File: src/design/mic_pkg.sv
// ----------------------------------------------------------------------------
// mic_pkg
// Shared types and constants for the magnetometer hard-iron and soft-iron
// correction core.
// ----------------------------------------------------------------------------
`default_nettype none

package mic_pkg;

  localparam int AXES      = 3;
  localparam int BYTE_W    = 8;
  localparam int RAW_W     = 16;  // assembled sensor count
  localparam int FRAC_W    = 4;   // fraction bits of the corrected values
  localparam int OFFS_W    = 20;  // hard-iron offset
  localparam int DIFF_W    = 21;  // raw * 16 - offset
  localparam int COEF_W    = 16;  // Q2.14 soft-iron coefficient
  localparam int ROW_W     = 48;  // three coefficients per row
  localparam int PROD_W    = COEF_W + DIFF_W;
  localparam int SUM_W     = PROD_W + 2;
  localparam int COEF_FRAC = 14;
  localparam int SHR_W     = SUM_W - COEF_FRAC;
  localparam int CAL_W     = 24;

  localparam int DATA_W    = 64;
  localparam int ADDR_W    = 6;

  // Register indexes on the configuration port (8 bytes apart).
  localparam logic [2:0] REG_OFFS_X = 3'd0;
  localparam logic [2:0] REG_OFFS_Y = 3'd1;
  localparam logic [2:0] REG_OFFS_Z = 3'd2;
  localparam logic [2:0] REG_ROW_0  = 3'd3;
  localparam logic [2:0] REG_ROW_1  = 3'd4;
  localparam logic [2:0] REG_ROW_2  = 3'd5;

  // Identity matrix after reset.
  localparam logic [ROW_W-1:0] ROW_0_RST = 48'h0000_0000_4000;
  localparam logic [ROW_W-1:0] ROW_1_RST = 48'h0000_4000_0000;
  localparam logic [ROW_W-1:0] ROW_2_RST = 48'h4000_0000_0000;

  localparam logic signed [SHR_W-1:0] CAL_MAX = SHR_W'(24'sh7F_FFFF);
  localparam logic signed [SHR_W-1:0] CAL_MIN = SHR_W'(-25'sd8388608);

  typedef logic [BYTE_W-1:0] byte_t;
  typedef logic signed [RAW_W-1:0] raw_t;
  typedef logic signed [CAL_W-1:0] cal_t;

  typedef struct packed {
    logic [AXES-1:0][OFFS_W-1:0] offs;
    logic [AXES-1:0][ROW_W-1:0]  rows;
  } cal_cfg_t;

endpackage

`default_nettype wire

File: src/design/mic_cfg_regs.sv
// ----------------------------------------------------------------------------
// mic_cfg_regs
// Register file behind the APB-style port: three hard-iron offsets and
// three soft-iron matrix rows.
// ----------------------------------------------------------------------------
`default_nettype none

module mic_cfg_regs (
  input  wire logic                   clk,
  input  wire logic                   rst_n,
  input  wire logic                   psel,
  input  wire logic                   penable,
  input  wire logic                   pwrite,
  input  wire logic [mic_pkg::ADDR_W-1:0] paddr,
  input  wire logic [mic_pkg::DATA_W-1:0] pwdata,
  output logic      [mic_pkg::DATA_W-1:0] prdata,
  output logic                        pready,
  output mic_pkg::cal_cfg_t           cfg
);
  import mic_pkg::*;

  logic [AXES-1:0][OFFS_W-1:0] offs_r, offs_nxt;
  logic [AXES-1:0][ROW_W-1:0]  rows_r, rows_nxt;
  logic [2:0]                  idx;
  logic                        wr_en;

  assign pready = 1'b1;
  assign idx    = paddr[5:3];
  assign wr_en  = psel && penable && pwrite && pready;

  always_comb begin
    offs_nxt = offs_r;
    rows_nxt = rows_r;
    if (wr_en) begin
      unique case (idx)
        REG_OFFS_X: offs_nxt[0] = pwdata[OFFS_W-1:0];
        REG_OFFS_Y: offs_nxt[1] = pwdata[OFFS_W-1:0];
        REG_OFFS_Z: offs_nxt[2] = pwdata[OFFS_W-1:0];
        REG_ROW_0:  rows_nxt[0] = pwdata[ROW_W-1:0];
        REG_ROW_1:  rows_nxt[1] = pwdata[ROW_W-1:0];
        REG_ROW_2:  rows_nxt[2] = pwdata[ROW_W-1:0];
        default: ;
      endcase
    end
  end

  always_ff @(posedge clk) begin
    if (!rst_n) begin
      offs_r <= '0;
      rows_r <= {ROW_2_RST, ROW_1_RST, ROW_0_RST};
    end else begin
      offs_r <= offs_nxt;
      rows_r <= rows_nxt;
    end
  end

  always_comb begin
    unique case (idx)
      REG_OFFS_X: prdata = DATA_W'(offs_r[0]);
      REG_OFFS_Y: prdata = DATA_W'(offs_r[1]);
      REG_OFFS_Z: prdata = DATA_W'(offs_r[2]);
      REG_ROW_0:  prdata = DATA_W'(rows_r[0]);
      REG_ROW_1:  prdata = DATA_W'(rows_r[1]);
      REG_ROW_2:  prdata = DATA_W'(rows_r[2]);
      default:    prdata = '0;
    endcase
  end

  assign cfg.offs = offs_r;
  assign cfg.rows = rows_r;

endmodule

`default_nettype wire

File: config.mk
export PLATFORM = sky130hd
export DESIGN_NAME = mic_cfg_regs
export DESIGN_NICKNAME = d
export VERILOG_FILES = /design/src/design/mic_pkg.sv /design/src/design/mic_cfg_regs.sv
export SDC_FILE = /design/constraint.sdc
export NUM_CORES = 1
export LEC_CHECK = 0
export CAP_MARGIN = 5
export CORE_MARGIN = 4
export CORE_UTILIZATION = 58
export DETAILED_ROUTE_END_ITERATION = 6
export DONT_BUFFER_PORTS = 1
export PLACE_DENSITY = 0.76
export RECOVER_POWER = 50
export SKIP_CTS_REPAIR_TIMING = 1
export SLEW_MARGIN = 10
export SYNTH_ARGS = -nofsm -noshare
export SYNTH_HDL_FRONTEND = slang
export SYNTH_SLANG_ARGS = --single-unit
File: constraint.sdc
create_clock -name clk -period 1.57 [get_ports clk]
set_input_delay 0.157 -clock clk [delete_from_list [all_inputs] [get_ports clk]]
set_output_delay 0.157 -clock clk [all_outputs]
set_load 0.05 [all_outputs]
# Yosys cells after proc, flatten, opt, wreduce, memory -nomap -nowiden
# Index checks and enable logic that the tools add are counted.
dict set report totals {
  output_inout_bits 269
  regBits 204
  inputBits 75
  wordCells 21
}
dict set report op_classes {
  eq_ne 5
  n_reduce_logical 9
  muxes 1
}
# op count
set op_table {}
lappend op_table {{$pmux 48 s6} 1}
lappend op_table {{$reduce_and 2->1} 6}
lappend op_table {{$eq 3x2->1 const B} 2}
lappend op_table {{$eq 3x3->1 const B} 2}
lappend op_table {{$eq 3x1->1 const B} 1}
lappend op_table {{$logic_not 3->1} 1}
lappend op_table {{$logic_and 1x1->1} 2}

# Longest topological paths before layout
dict set report logic_depth {
  ltp_word 3
  mapped_depth 6
  mapped_depth_nobuf 3
}

# Worst setup path before layout
# OpenSTA, ideal clock, no wires.
dict set report synth_timing {
  path_kind {flip-flop to output port}
  start {register rows_r, in the netlist cfg[0]}
  end {output prdata[0] (netlist name)}
  arrival_ps 2040
  path_buffers 0
  required_ps 1413
  stages_incl_launch_ff 4
  path_slack_ps -627
  path_cell_list {dfxtp_1 -> mux2_2 -> a22oi_1 -> o21ai_0}
}
dict set report synth_via {
  elab_chain_len 1
}
# element line_no
set synth_rtl {}
lappend synth_rtl {{start: declaration} mic_cfg_regs.sv:23} ;# logic [AXES-1:0][ROW_W-1:0] rows_r, rows_nxt;
lappend synth_rtl {{start signal: assignment} mic_cfg_regs.sv:50} ;# rows_r <= {ROW_2_RST, ROW_1_RST, ROW_0_RST};
lappend synth_rtl {{start signal: assignment} mic_cfg_regs.sv:53} ;# rows_r <= rows_nxt;
lappend synth_rtl {{$pmux 48 s6} mic_cfg_regs.sv:58} ;# unique case (idx)
lappend synth_rtl {{end: declaration} mic_cfg_regs.sv:16} ;# output logic [mic_pkg::DATA_W-1:0] prdata,
# No other way between the ends.

# Worst setup path after layout
dict set report layout_timing {
  start {register offs_r, in the netlist cfg[195]}
  end {output prdata[11] (netlist name)}
}
dict set report layout_via {
  elab_chain_len 1
}
# element line_no
set layout_rtl {}
lappend layout_rtl {{start: declaration} mic_cfg_regs.sv:22} ;# logic [AXES-1:0][OFFS_W-1:0] offs_r, offs_nxt;
lappend layout_rtl {{start signal: assignment} mic_cfg_regs.sv:52} ;# offs_r <= offs_nxt;
lappend layout_rtl {{$pmux 48 s6} mic_cfg_regs.sv:58}
# No other way between the ends.

==> metrics.csv <==
stage,metric,value,unit
global_routing,vias in the first global route,8321,
outcome,status,finished with violations,
clock_network,Clock transition at path regs,0.06,ns
layout,Fill cells,637,
clock_network,Root Buffer,clkbuf_16,
floorplan,die area,18200,µm²
global_routing,total gr overflow,0,
global_routing,pin count of the biggest net entering global routing,253,
clock_network,Longest Clk Path Bufs,3,
logic_synthesis,Yosys reg bits,204,
clock_network,clock latency on the worst-skew pair,0.49,ns
routing,via count,9932,
logic_synthesis,most frequent cell after synthesis,nand2_1,
min_path,hold crit path type,input pin to register,
layout,final core occ,90.9,%
clock_network,H-tree depth,1,
routing,Iter 0 DRT Violations,1010,
worst_setup_path,CP Cell Sequence,mux2_4 -> a221oi_4 -> a21oi_4 -> buf_12,
worst_setup_path,slowest CP cell,a221oi_4,
worst_setup_path,worst r2r path cells,4,
sta,Slew headroom,44.0,%
logic_synthesis,Syn Inst Count,959,
sta,Setup Viol. Count Final,45,
placed_design,dpl hpwl,20000,µm
routing,routed vias/inst,6.29,
logic_synthesis,Ys Warns,0,
sta,maximum clock rate,512,MHz
job,total of max-cap violations,0,
logic_synthesis,Yosys top cell area share,43.7,%
sta,Final WS setup,-0.383,ns
sta,fin crit share,124,%
routing,First-pass DRT Iterations,5,
worst_setup_path,CP Launch Type,register,
placed_design,PortBufs,0,
worst_setup_path,critical path type,register to primary output,
logic_synthesis,sequential share of the synthesized area,43.7,%
routing,Routed WL,44600,µm
logic_synthesis,top_reg_cell synth,dfxtp_1,
clock_network,CTS tree,done,
placed_design,GPL Wtd Cong,0.818,
layout,max reg flops,204,
sta,fin crit period,1.95,ns
worst_setup_path,crit path DAT,1.80,ns
clock_network,clk sinks,204,
floorplan,Die Ht,135,µm
sta,Slew Limit Fails,0,
clock_network,CTS buffer count,22,
routing,Avg WL per Cell,28.2,µm
worst_setup_path,CP max FO,2,
routing,DRT antenna net count,0,
logic_synthesis,post-synth cell types,35,
power_and_ir_drop,maximum vdd drop,0.954,mV
sta,Final Hold Viols,8,
layout,post-synthesis to final-layout area growth,54.1,%
global_routing,global-route wire length before repair,46000,µm
global_routing,GR Util All Layers,31.5,%
logic_synthesis,Mean Syn Cell Area,9.73,µm²
sta,Slew @ Worst Pin,0.841,ns
worst_setup_path,Worst Path Required,1.41,ns
floorplan,core area,15800,µm²
logic_synthesis,most frequent cells after synthesis,"nand2_1, mux2i_1, dfxtp_1",
floorplan,Die X,135,µm
worst_setup_path,Critical Path End Type,primary output,
outcome,failing checks,"hold timing, setup timing",
logic_synthesis,Post-synth EDFFs,0,
placed_design,Setup WS pre-CTS,0.0699,ns
floorplan,IO Pins,344,
power_and_ir_drop,Pwr Density,785,nW/µm²
sta,RSZ-0062 raised after global routing,true,
logic_synthesis,top post-synthesis cells by area,"dfxtp_1, mux2i_1, nand2_1",
logic_synthesis,ys async rst share,0,%
routing,DRC Markers,0,
layout,share of cells above drive strength 1,27.5,%
sta,hold_ws,-0.0326,ns
layout,Layout Nets,1424,
floorplan,Initial Util,59.0,%
power_and_ir_drop,total power,11.3,mW
floorplan,FP Rows,46,
logic_synthesis,Synth area leader,dfxtp_1,
sta,Post-Route Skew,0,ns
min_path,Worst Hold Depth,2,
power_and_ir_drop,P_leak,5.26,nW
logic_synthesis,synthesized area,9340,µm²
worst_setup_path,max incr delay on CP,0.40,ns
global_routing,initial antenna violation count,3,
## per-layer routing
metal  routed length [µm]  GRT usage, %  part of all wire (%)
met4                 3850          12.7                   8.6
met1                14300          34.6                    32
met5                    0             0                     0
met2                21300          55.8                    48
met3                 5140          10.7                    12
## where the power goes
| part | total (mW) | internal, mW | switching, mW |
|---|---|---|---|
| Sequential | 5.24 | 5.21 | 0.0290 |
| Clock | 4.96 | 2.77 | 2.19 |
| Combinational | 1.09 | 0.364 | 0.728 |
| Total | 11.3 | 8.35 | 2.95 |
## cell usage in the layout, fill, tap and decap left out, types with 3 or more instances in the layout
cell	n
clkbuf_1	83
nor2_4	4
o21ai_2	34
clkbuf_16	23
a22oi_2	12
clkinv_2	4
conb_1	17
dfxtp_2	24
a221oi_4	5
dlygate4sd3_1	167
buf_6	7
a21oi_4	5
buf_12	52
mux2_4	14
o221ai_2	7
nand2_1	277
o21ai_0	3
mux2_2	18
inv_1	4
a32oi_2	3
mux2i_1	245
buf_4	140
dfxtp_1	180
o311ai_0	3
nand3_2	8
## kinds of logic (layout without fill, tap and decap cells)
| kind of cell | after synthesis | in the layout | synth area share [%] |
|---|---|---|---|
| buffers and inverters | 96 | 484 | 7.05 |
| and+or+nand+nor | 303 | 303 | 13.5 |
| other | 2 | 19 | 0.0804 |
| DFF | 204 | 204 | 43.7 |
| muxes | 277 | 277 | 30.2 |
| AOI/OAI and AO/OA | 77 | 77 | 5.41 |
## critical path: cells and delay by family, from the launching register on
kind | cells | cell delay, ns
DFF | 1 | 0.33
buffers and inverters | 1 | 0.18
muxes | 1 | 0.27
AOI/OAI and AO/OA | 2 | 0.51
## path summary, 6_finish.rpt
kind,startpoint,to,slack [ns]
worst min register to register,cfg[125],cfg[125],0.71
worst max register to register,cfg[82],cfg[82],-0.14
worst max-delay path,cfg[195],prdata[11],-0.38
worst min-delay path,pwdata[17],cfg[181],-0.03
## stage by stage
stage,cell area [µm²],setup TNS (ns),hold WS [ns],std cells
4_1_cts,12600,-3.18,-0.222,1406
3_3_place_gp,11900,0,0.277,1369
6_report,14400,-4.53,-0.0326,1580
3_5_place_dp,11900,0,0.298,1369
5_1_grt,14400,-5.32,-0.00120,1580
2_1_floorplan,9630,0,0.322,974
## layout make-up
type / instances / area (µm²) / share of cell area, %
inverter: 5 / 18.8 / 0.130
sequential: 204 / 4110 / 28.6
antenna: 2 / 5.00 / 0.0348
timing repair buffer: 442 / 4150 / 28.9
clock buffer: 33 / 633 / 4.40
multi-input combinational: 674 / 5170 / 36.0
tap: 216 / 270 / 1.88
clock inverter: 4 / 20.0 / 0.139
(Power assumes the default switching activity.)
